### config.mk
export PLATFORM = sky130hd
export DESIGN_NAME = axis_motion_stop_detector
export DESIGN_NICKNAME = d
export VERILOG_FILES = /design/src/design/msd_pkg.sv /design/src/design/msd_queue.sv /design/src/design/msd_front.sv /design/src/design/msd_back.sv /design/src/design/axis_motion_stop_detector.sv
export SDC_FILE = /design/constraint.sdc
export NUM_CORES = 2
export LEC_CHECK = 0
export BUFFER_PORTS_ARGS = -buffer_cell sky130_fd_sc_hd__buf_2
export CORE_ASPECT_RATIO = 0.8
export CORE_MARGIN = 1.5
export CORE_UTILIZATION = 35
export DETAILED_ROUTE_END_ITERATION = 8
export PLACE_DENSITY = 0.6
export SETUP_SLACK_MARGIN = 0.2
export SLEW_MARGIN = 25
export SYNTH_ARGS = -nofsm -noshare
export SYNTH_HDL_FRONTEND = slang
export SYNTH_SLANG_ARGS = --single-unit
### constraint.sdc
create_clock -name i_clk -period 26 [get_ports i_clk]
set_input_delay 7.8 -clock i_clk [delete_from_list [all_inputs] [get_ports i_clk]]
set_output_delay 7.8 -clock i_clk [all_outputs]
set_load 0.01 [all_outputs]
### src/design/msd_pkg.sv
// Shared types and constants of the motion stop detector.
`default_nettype none

package msd_pkg;

    localparam int POS_W   = 32;
    localparam int TIME_W  = 32;
    localparam int DB_W    = 20;
    localparam int AXN_W   = 2;
    localparam int NUM_POS = 3;
    localparam int AXES_DEF = 3;

    localparam int PADDR_W = 4;
    localparam int PDATA_W = 32;

    localparam int S_TDATA_W = 136;
    localparam int S_TUSER_W = 1;
    localparam int M_TDATA_W = 40;
    localparam int M_TUSER_W = 2;

    // Queue depth between front and back; must be a power of two.
    localparam int QDEPTH = 2;

    localparam logic [DB_W-1:0]   DEADBAND_RST        = DB_W'(100);
    localparam logic [TIME_W-1:0] IDLE_TIMEOUT_RST    = TIME_W'(500);
    localparam logic [TIME_W-1:0] SAMPLE_INTERVAL_RST = TIME_W'(100);
    localparam logic [AXN_W-1:0]  AXES_IN_USE_RST     = AXN_W'(3);

    typedef enum logic [1:0] {
        REG_DEADBAND,
        REG_IDLE_TIMEOUT,
        REG_SAMPLE_INTERVAL,
        REG_AXES_IN_USE
    } t_reg_idx;

    typedef struct packed {
        logic [DB_W-1:0]   deadband;
        logic [TIME_W-1:0] idle_timeout;
        logic [TIME_W-1:0] sample_interval;
        logic [AXN_W-1:0]  axes_in_use;
    } t_cfg;

    // One group stop report: positions of the tick, busy flag, axes to report.
    typedef struct packed {
        logic [NUM_POS-1:0][POS_W-1:0] pos;
        logic                          busy;
        logic [AXN_W-1:0]              cnt;
    } t_job;

endpackage

`default_nettype wire

### src/design/msd_queue.sv
// Short job queue between the tick evaluator and the report sequencer.
`default_nettype none

module msd_queue
    import msd_pkg::*;
(
    input  wire logic i_clk,
    input  wire logic i_rst_n,
    input  wire logic i_push,
    input  wire t_job i_job,
    output logic      o_ready,
    output logic      o_valid,
    output t_job      o_job,
    input  wire logic i_pop
);

    localparam int PTR_W = (QDEPTH > 1) ? $clog2(QDEPTH) : 1;
    localparam int CNT_W = $clog2(QDEPTH + 1);

    t_job               r_mem [QDEPTH];
    logic [PTR_W-1:0]   r_wp;
    logic [PTR_W-1:0]   r_rp;
    logic [CNT_W-1:0]   r_cnt;
    logic               w_push;
    logic               w_pop;

    assign o_ready = (r_cnt != CNT_W'(QDEPTH));
    assign o_valid = (r_cnt != '0);
    assign o_job   = r_mem[r_rp];
    assign w_push  = i_push && o_ready;
    assign w_pop   = i_pop && o_valid;

    always_ff @(posedge i_clk) begin
        if (!i_rst_n) begin
            r_wp  <= '0;
            r_rp  <= '0;
            r_cnt <= '0;
        end else begin
            if (w_push) begin
                r_wp <= r_wp + 1'b1;
            end
            if (w_pop) begin
                r_rp <= r_rp + 1'b1;
            end
            if (w_push && !w_pop) begin
                r_cnt <= r_cnt + 1'b1;
            end else if (w_pop && !w_push) begin
                r_cnt <= r_cnt - 1'b1;
            end
        end
    end

    always_ff @(posedge i_clk) begin
        if (w_push) begin
            r_mem[r_wp] <= i_job;
        end
    end

endmodule

`default_nettype wire

### src/design/msd_front.sv
// Tick evaluator: sampling gate, per-axis movement tracking and group stop decision.
`default_nettype none

module msd_front
    import msd_pkg::*;
#(
    parameter int AXES = AXES_DEF
) (
    input  wire logic                 i_clk,
    input  wire logic                 i_rst_n,
    input  wire t_cfg                 i_cfg,
    input  wire logic                 i_s_tvalid,
    output logic                      o_s_tready,
    input  wire logic [S_TDATA_W-1:0] i_s_tdata,
    input  wire logic [S_TUSER_W-1:0] i_s_tuser,
    input  wire logic                 i_q_ready,
    output logic                      o_push,
    output t_job                      o_job
);

    localparam int NAX = (AXES < NUM_POS) ? AXES : NUM_POS;

    logic [TIME_W-1:0]             w_now;
    logic [NUM_POS-1:0][POS_W-1:0] w_pos;
    logic                          w_pos_valid;
    logic                          w_busy;
    logic [AXN_W-1:0]              w_n;
    logic                          w_accept;
    logic                          w_due;
    logic                          w_eval;
    logic [NAX-1:0]                w_moved;
    logic [NAX-1:0]                w_still;
    logic                          n_grp;
    logic                          w_fire;

    logic [POS_W-1:0]  r_kept [NAX];
    logic [TIME_W-1:0] r_ct   [NAX];
    logic [NAX-1:0]    r_mv;
    logic              r_grp;
    logic [TIME_W-1:0] r_last;

    assign w_now       = i_s_tdata[TIME_W-1:0];
    assign w_pos[0]    = i_s_tdata[TIME_W +: POS_W];
    assign w_pos[1]    = i_s_tdata[TIME_W + POS_W +: POS_W];
    assign w_pos[2]    = i_s_tdata[TIME_W + 2*POS_W +: POS_W];
    assign w_busy      = i_s_tdata[TIME_W + NUM_POS*POS_W];
    assign w_pos_valid = i_s_tuser[0];

    assign w_n = (i_cfg.axes_in_use > AXN_W'(NAX)) ? AXN_W'(NAX) : i_cfg.axes_in_use;

    assign o_s_tready = i_q_ready;
    assign w_accept   = i_s_tvalid && o_s_tready;
    assign w_due      = (w_now - r_last) >= i_cfg.sample_interval;
    assign w_eval     = w_accept && w_due && w_pos_valid;

    for (genvar g = 0; g < NAX; g++) begin : g_lane
        logic signed [POS_W:0] diff;
        logic [POS_W:0]        mag;
        logic                  in_use;
        logic                  moved;
        logic                  mv_new;
        logic                  idle;
        logic [TIME_W-1:0]     ct_new;

        assign in_use = (AXN_W'(g) < w_n);
        assign diff   = $signed({w_pos[g][POS_W-1], w_pos[g]})
                      - $signed({r_kept[g][POS_W-1], r_kept[g]});
        assign mag    = diff[POS_W] ? $unsigned(-diff) : $unsigned(diff);
        assign moved  = in_use && (mag > (POS_W+1)'(i_cfg.deadband));
        assign ct_new = moved ? w_now : r_ct[g];
        assign mv_new = r_mv[g] || moved;
        assign idle   = (w_now - ct_new) >= i_cfg.idle_timeout;

        // Only an axis that starts moving opens a group move.
        assign w_moved[g] = moved && !r_mv[g];
        assign w_still[g] = in_use && mv_new && !idle;

        always_ff @(posedge i_clk) begin
            if (!i_rst_n) begin
                r_kept[g] <= '0;
                r_ct[g]   <= '0;
                r_mv[g]   <= 1'b0;
            end else if (w_eval) begin
                if (moved) begin
                    r_kept[g] <= w_pos[g];
                    r_ct[g]   <= w_now;
                end
                r_mv[g] <= mv_new && !(in_use && idle);
            end
        end
    end

    assign n_grp  = r_grp || (|w_moved);
    assign w_fire = n_grp && !(|w_still);

    always_ff @(posedge i_clk) begin
        if (!i_rst_n) begin
            r_grp  <= 1'b0;
            r_last <= '0;
        end else begin
            if (w_accept && w_due) begin
                r_last <= w_now;
            end
            if (w_eval) begin
                r_grp <= n_grp && !w_fire;
            end
        end
    end

    assign o_push    = w_eval && w_fire && (w_n != '0);
    assign o_job.pos  = w_pos;
    assign o_job.busy = w_busy;
    assign o_job.cnt  = w_n;

endmodule

`default_nettype wire

### src/design/msd_back.sv
// Report sequencer: turns one queued group stop into one output item per axis.
`default_nettype none

module msd_back
    import msd_pkg::*;
(
    input  wire logic                 i_clk,
    input  wire logic                 i_rst_n,
    input  wire logic                 i_q_valid,
    input  wire t_job                 i_job,
    output logic                      o_pop,
    output logic                      o_m_tvalid,
    input  wire logic                 i_m_tready,
    output logic [M_TDATA_W-1:0]      o_m_tdata,
    output logic [M_TUSER_W-1:0]      o_m_tuser,
    output logic                      o_m_tlast
);

    t_job                 r_job;
    logic                 r_act;
    logic [AXN_W-1:0]     r_idx;
    logic                 r_ovld;
    logic [M_TDATA_W-1:0] r_tdata;
    logic [M_TUSER_W-1:0] r_tuser;
    logic                 r_tlast;
    logic                 w_slot;
    logic                 w_emit;
    logic                 w_last;

    assign w_slot = !r_ovld || i_m_tready;
    assign w_emit = r_act && w_slot;
    assign w_last = (AXN_W'(r_idx + 1'b1) == r_job.cnt);
    assign o_pop  = i_q_valid && (!r_act || (w_emit && w_last));

    always_ff @(posedge i_clk) begin
        if (!i_rst_n) begin
            r_act  <= 1'b0;
            r_idx  <= '0;
            r_ovld <= 1'b0;
        end else begin
            if (w_slot) begin
                r_ovld <= w_emit;
            end
            if (o_pop || (w_emit && w_last)) begin
                r_idx <= '0;
            end else if (w_emit) begin
                r_idx <= AXN_W'(r_idx + 1'b1);
            end
            if (o_pop) begin
                r_act <= 1'b1;
            end else if (w_emit && w_last) begin
                r_act <= 1'b0;
            end
        end
    end

    always_ff @(posedge i_clk) begin
        if (o_pop) begin
            r_job <= i_job;
        end
        if (w_emit) begin
            r_tdata <= M_TDATA_W'({r_job.busy, r_job.pos[r_idx]});
            r_tuser <= M_TUSER_W'(r_idx);
            r_tlast <= w_last;
        end
    end

    assign o_m_tvalid = r_ovld;
    assign o_m_tdata  = r_tdata;
    assign o_m_tuser  = r_tuser;
    assign o_m_tlast  = r_tlast;

endmodule

`default_nettype wire

### src/design/axis_motion_stop_detector.sv
// Top level of the axis motion stop detector with its register port.
//
//  Channel   Direction  Signals                              Carries
//  s (in)    slave      i_s_tvalid/o_s_tready/tdata/tuser    one poll tick per item
//  m (out)   master     o_m_tvalid/i_m_tready/tdata/tuser    one axis report per item
//  apb       slave      psel/penable/pwrite/paddr/pwdata     the four control registers
//
//  A tick is evaluated in the cycle it is accepted; a tick that ends a group move
//  pushes one job into a two-entry queue, and the sequencer drains a job at one
//  output item per cycle unless the output stalls, one item per checked axis
//  (one to three). Ticks that report nothing are taken at one per cycle while the
//  queue has room; o_s_tready drops only while the queue is full. A stalled output
//  holds its item in the output register while the front keeps taking ticks.
//  Reset is synchronous and active low; registers return to their defaults.
`default_nettype none

module axis_motion_stop_detector
    import msd_pkg::*;
#(
    parameter int AXES = AXES_DEF
) (
    input  wire logic                 i_clk,
    input  wire logic                 i_rst_n,
    // Register port.
    input  wire logic                 psel,
    input  wire logic                 penable,
    input  wire logic                 pwrite,
    input  wire logic [PADDR_W-1:0]   paddr,
    input  wire logic [PDATA_W-1:0]   pwdata,
    output logic      [PDATA_W-1:0]   prdata,
    output logic                      pready,
    // Tick input.
    input  wire logic                 i_s_tvalid,
    output logic                      o_s_tready,
    // tdata: now_ms[31:0], pos_x[63:32], pos_y[95:64], pos_z[127:96],
    //        job_running[128], zero fill[135:129]
    input  wire logic [S_TDATA_W-1:0] i_s_tdata,
    // tuser: pos_valid[0]
    input  wire logic [S_TUSER_W-1:0] i_s_tuser,
    // Report output.
    output logic                      o_m_tvalid,
    input  wire logic                 i_m_tready,
    // tdata: final_position[31:0], busy_res[32], zero fill[39:33]
    output logic [M_TDATA_W-1:0]      o_m_tdata,
    // tuser: axis_number[1:0]
    output logic [M_TUSER_W-1:0]      o_m_tuser,
    // tlast: last_of_group
    output logic                      o_m_tlast
);

    t_cfg     r_cfg;
    t_reg_idx w_reg;
    logic     w_wr;
    logic     w_push;
    logic     w_q_ready;
    logic     w_q_valid;
    logic     w_pop;
    t_job     w_job_in;
    t_job     w_job_out;

    // The register port never waits. Registers sit at word addresses, so only
    // the upper address bits select one.
    assign pready = 1'b1;
    assign w_reg  = t_reg_idx'(paddr[PADDR_W-1:2]);
    assign w_wr   = psel && penable && pwrite && pready;

    always_ff @(posedge i_clk) begin
        if (!i_rst_n) begin
            r_cfg.deadband        <= DEADBAND_RST;
            r_cfg.idle_timeout    <= IDLE_TIMEOUT_RST;
            r_cfg.sample_interval <= SAMPLE_INTERVAL_RST;
            r_cfg.axes_in_use     <= AXES_IN_USE_RST;
        end else if (w_wr) begin
            case (w_reg)
                REG_DEADBAND:        r_cfg.deadband        <= pwdata[DB_W-1:0];
                REG_IDLE_TIMEOUT:    r_cfg.idle_timeout    <= pwdata[TIME_W-1:0];
                REG_SAMPLE_INTERVAL: r_cfg.sample_interval <= pwdata[TIME_W-1:0];
                REG_AXES_IN_USE:     r_cfg.axes_in_use     <= pwdata[AXN_W-1:0];
                default: ;
            endcase
        end
    end

    always_comb begin
        case (w_reg)
            REG_DEADBAND:        prdata = PDATA_W'(r_cfg.deadband);
            REG_IDLE_TIMEOUT:    prdata = PDATA_W'(r_cfg.idle_timeout);
            REG_SAMPLE_INTERVAL: prdata = PDATA_W'(r_cfg.sample_interval);
            REG_AXES_IN_USE:     prdata = PDATA_W'(r_cfg.axes_in_use);
            default:             prdata = '0;
        endcase
    end

    // Front: applies the sampling gate, tracks each axis and decides when the
    // group has come to rest. It owns all motion state.
    msd_front #(
        .AXES (AXES)
    ) u_front (
        .i_clk      (i_clk),
        .i_rst_n    (i_rst_n),
        .i_cfg      (r_cfg),
        .i_s_tvalid (i_s_tvalid),
        .o_s_tready (o_s_tready),
        .i_s_tdata  (i_s_tdata),
        .i_s_tuser  (i_s_tuser),
        .i_q_ready  (w_q_ready),
        .o_push     (w_push),
        .o_job      (w_job_in)
    );

    // Queue: holds finished group stops so the front waits on the output only while the queue is full.
    msd_queue u_queue (
        .i_clk   (i_clk),
        .i_rst_n (i_rst_n),
        .i_push  (w_push),
        .i_job   (w_job_in),
        .o_ready (w_q_ready),
        .o_valid (w_q_valid),
        .o_job   (w_job_out),
        .i_pop   (w_pop)
    );

    // Back: walks the checked axes of one job in order, one report per cycle while the output is not stalled.
    msd_back u_back (
        .i_clk      (i_clk),
        .i_rst_n    (i_rst_n),
        .i_q_valid  (w_q_valid),
        .i_job      (w_job_out),
        .o_pop      (w_pop),
        .o_m_tvalid (o_m_tvalid),
        .i_m_tready (i_m_tready),
        .o_m_tdata  (o_m_tdata),
        .o_m_tuser  (o_m_tuser),
        .o_m_tlast  (o_m_tlast)
    );

endmodule

`default_nettype wire

==> reports/results.ini <==
[outcome]
status = finished, final reports clean

[setup_path]
crit_slowest_cell = nor4_1
worstPathArrival_ps = 22980
cpPeakStageDelay_ps = 650
cp_common_cell = o21ai_0
crit-reg2reg-capture = u_queue.r_mem[0][65]
setup.worst_path.start_class = input pin
ff2ff_path_depth = 58
timing.setup.critical_path_class = input pin to flip-flop
reg2reg_slack_ps = 10400
ff_to_ff_start = u_front.r_kept[1][2]
critical_path.endpoint_type = flip-flop
critPathLaunch = i_s_tdata[64]
crit_required_ps = 26300
cp_max_fo = 49

[clock_network]
clk_transition_reported_paths_ps = 60
deepest_clock_path_buffer_count = 3
clock_latency_ps = 700
cts-hold-fix-buffers = 0
cts_num_sinks = 655
clock_tree.htree_level_count = 3
tritoncts = yes
cts-root-buf = clkbuf_16
cts_made_buffers = 76
postCtsSetupBuffers = 0
cts-resized-gates = 0

[die]
initial_core_util = 0.352
die_width_um = 399
rows = 116
io_pins = 258
fp.coreArea_mm2 = 0.125
fp.dieH_um = 320
floorplan.die_area_mm2 = 0.128

[pwr]
worst_ir_drop_vdd_v = 0.0000696
power.density_cell_area_mw_per_mm2 = 89.6
total_leakage_power_nw = 19.3

[sta]
min_period_ps = 22680
report.final.slew_viol_count = 0
maxSlewHeadroom = 0.310
clock_skew_ps = 56.5
hold_slack_ps = 422
fmaxAchievable_mhz = 44.1
rsz0062_at_grt = false
worst_slew_pin_slew_ps = 1040
final_hold_violation_count = 0
setup_viol_count_final = 0
fin_setup_tns_ps = 0
finalCritPeriodShare = 0.872

[drt]
detailedRoute.firstIterationViolations = 2460
via_per_inst = 5.36
drt-wirelength-per-cell_um = 20.2
num_vias = 34046
remaining_drc_errors = 0
detailedRoute.firstPassIterationCount = 6
final_antenna_net_count = 0
routed_wl_mm = 128

[synth]
synthTopCellsByCount = edfxtp_1 (525), ha_1 (412), nand2_1 (388)
synth_cell_types = 103
synthesis.area_per_instance_um2 = 9.92
yosysTopAreaCell = edfxtp_1
post_synth_inst_count = 4434
count_leader_synth = edfxtp_1
netlist.area_leader.share = 0.359
yosys_register_bits = 655
ys.flop_type = edfxtp_1
synthTopCellsByArea = edfxtp_1 (36%), ha_1 (12%), dfxtp_1 (5.9%)
synth_sequential_area_ratio = 0.418
asyncSetResetFlopFracSynth = 0
synth_area_mm2 = 0.0440
synth-warning-count = 0
synth-edff-count = 525

[grt]
first_global_vias = 31690
grt_pass1_wl_mm = 193
largest_net_degree_at_the_start_of_global_routing = 99
groute.usage.overall = 0.196
number_of_antenna_violations_at_the_first_check_in_global_routing = 32
globalRoute.totalOverflow = 0

[final_layout]
num-nets-final = 5228
fraction_of_layout_cells_with_a_size_suffix_above_1 = 0.123
fin_area_mm2 = 0.0496
layout-area-overhead-vs-synth_pct = 12.9
final_cell_count_no_fill = 6347

[placed_design]
portBuffers = 240
dp_cells = 6203
dp_hpwl_mm = 96.0
routability_driven_placement_congestion_ratio = 0.895
dpl_cell_area_mm2 = 0.0470

[worst_hold_path]
min_from = u_back.r_job[2]
worst_hold_path.num_cells = 0
whs_endpoint = u_back.o_m_tdata[32]
holdCritPathClass = flip-flop to flip-flop

[flow_run]
max_cap_violations = 0

==> metrics by stage <==
step | setup WS (ps) | total power [mW] | util
after floorplan | 3400 | 2.80 | -
after global placement | 3220 | 3.29 | 0.376
after detailed placement | 3050 | 3.32 | 0.376
after CTS | 3700 | 4.46 | 0.397
after global routing | 2240 | 4.73 | 0.397
final | 3320 | 4.44 | 0.397
==> cells by family (layout without fill, tap and decap cells) <==
family,Yosys count,in the layout,share of synthesized area
flops,655,655,0.418
simple gates,1367,1367,0.158
buf+inv,465,715,0.0412
xor+xnor,222,222,0.0442
mux,281,281,0.0674
other cells,2,13,0.000171
fa+ha+maj,419,419,0.120
compound gates,1023,1023,0.151
==> state kept, by name (all words and copies together), names as in the netlist <==
signal	flops
u_front.r_ct	96
u_front.r_kept	96
u_back.r_act	1
u_back.r_job	99
u_queue.r_wp	1
u_queue.r_mem	198
u_back.o_m_tvalid	1
u_back.o_m_tdata	33
u_front.r_last	32
u_front.r_grp	1
u_back.r_idx	2
u_back.o_m_tlast	1
r_cfg	86
u_queue.r_rp	1
u_back.o_m_tuser	2
u_queue.r_cnt	2
u_front.r_mv	3
==> metal layers <==
layer / wire length [µm] / track usage / vias up
li1: - / - / 16702
met1: 61100 / 0.282 / 16306
met2: 55700 / 0.297 / 854
met3: 8500 / 0.0430 / 160
met4: 2690 / 0.0469 / 24
met5: 156 / 0 / -
==> placed cells by master (no fill, tap or decap), types with 15 or more instances in the layout <==
master,netlist,final
mux2_2,101,101
o21a_1,49,49
o31ai_1,18,17
and2_1,89,89
nand4_1,57,57
nand3_1,71,71
edfxtp_1,525,525
and3_1,160,160
a31oi_1,33,31
buf_2,17,239
clkbuf_16,0,77
a21o_1,105,105
nor2b_1,62,60
a211oi_1,42,42
a21oi_1,299,299
buf_4,8,33
nand2_1,388,387
a21boi_0,23,22
mux2i_1,178,178
inv_1,301,300
o211ai_1,34,34
xor2_1,82,82
ha_1,412,412
nor3_1,78,76
dfxtp_1,130,128
or3_1,30,30
xnor2_1,140,140
nand2b_1,59,58
nor4_1,24,24
nor2_1,254,251
o21ai_0,222,221
or2_2,24,24
nand3b_1,15,15
==> cell type report <==
class | count | area [µm²]
antenna | 5 | 12.5
clock buffer | 90 | 2020
clock inverter | 49 | 611
fill | 12266 | 75200
inverter | 303 | 1140
multi-input combinational | 3320 | 23900
sequential | 655 | 18400
tap | 1652 | 2070
timing repair buffer | 273 | 1460
==> worst max-delay path by stage <==
| stage | to | slack, ps | depth (start not counted) |
|---|---|---|---|
| floorplan | u_queue.r_mem[0][0] | 3400 | 58 |
| global placement | u_queue.r_mem[1][65] | 3220 | 59 |
| detailed placement | u_queue.r_mem[1][36] | 3050 | 60 |
| CTS | u_queue.r_mem[0][65] | 3700 | 60 |
| global route | u_queue.r_mem[1][36] | 2240 | 60 |
| finish | u_queue.r_mem[0][65] | 3320 | 60 |
==> worst max-delay path, delay by kind of cell <==
family / cells / cell delay [ps]
compound gates: 35 / 9190
xor+xnor: 2 / 460
fa+ha+maj: 5 / 1260
buf+inv: 5 / 1500
simple gates: 13 / 2660
==> report_power, final <==
part	internal, mW	total [mW]	switching (mW)
logic	0.714	1.84	1.13
registers	1.39	1.47	0.0851
clock network	0.645	1.13	0.482
total	2.75	4.44	1.69
Note: power is estimated with default switching activity, not from simulation.
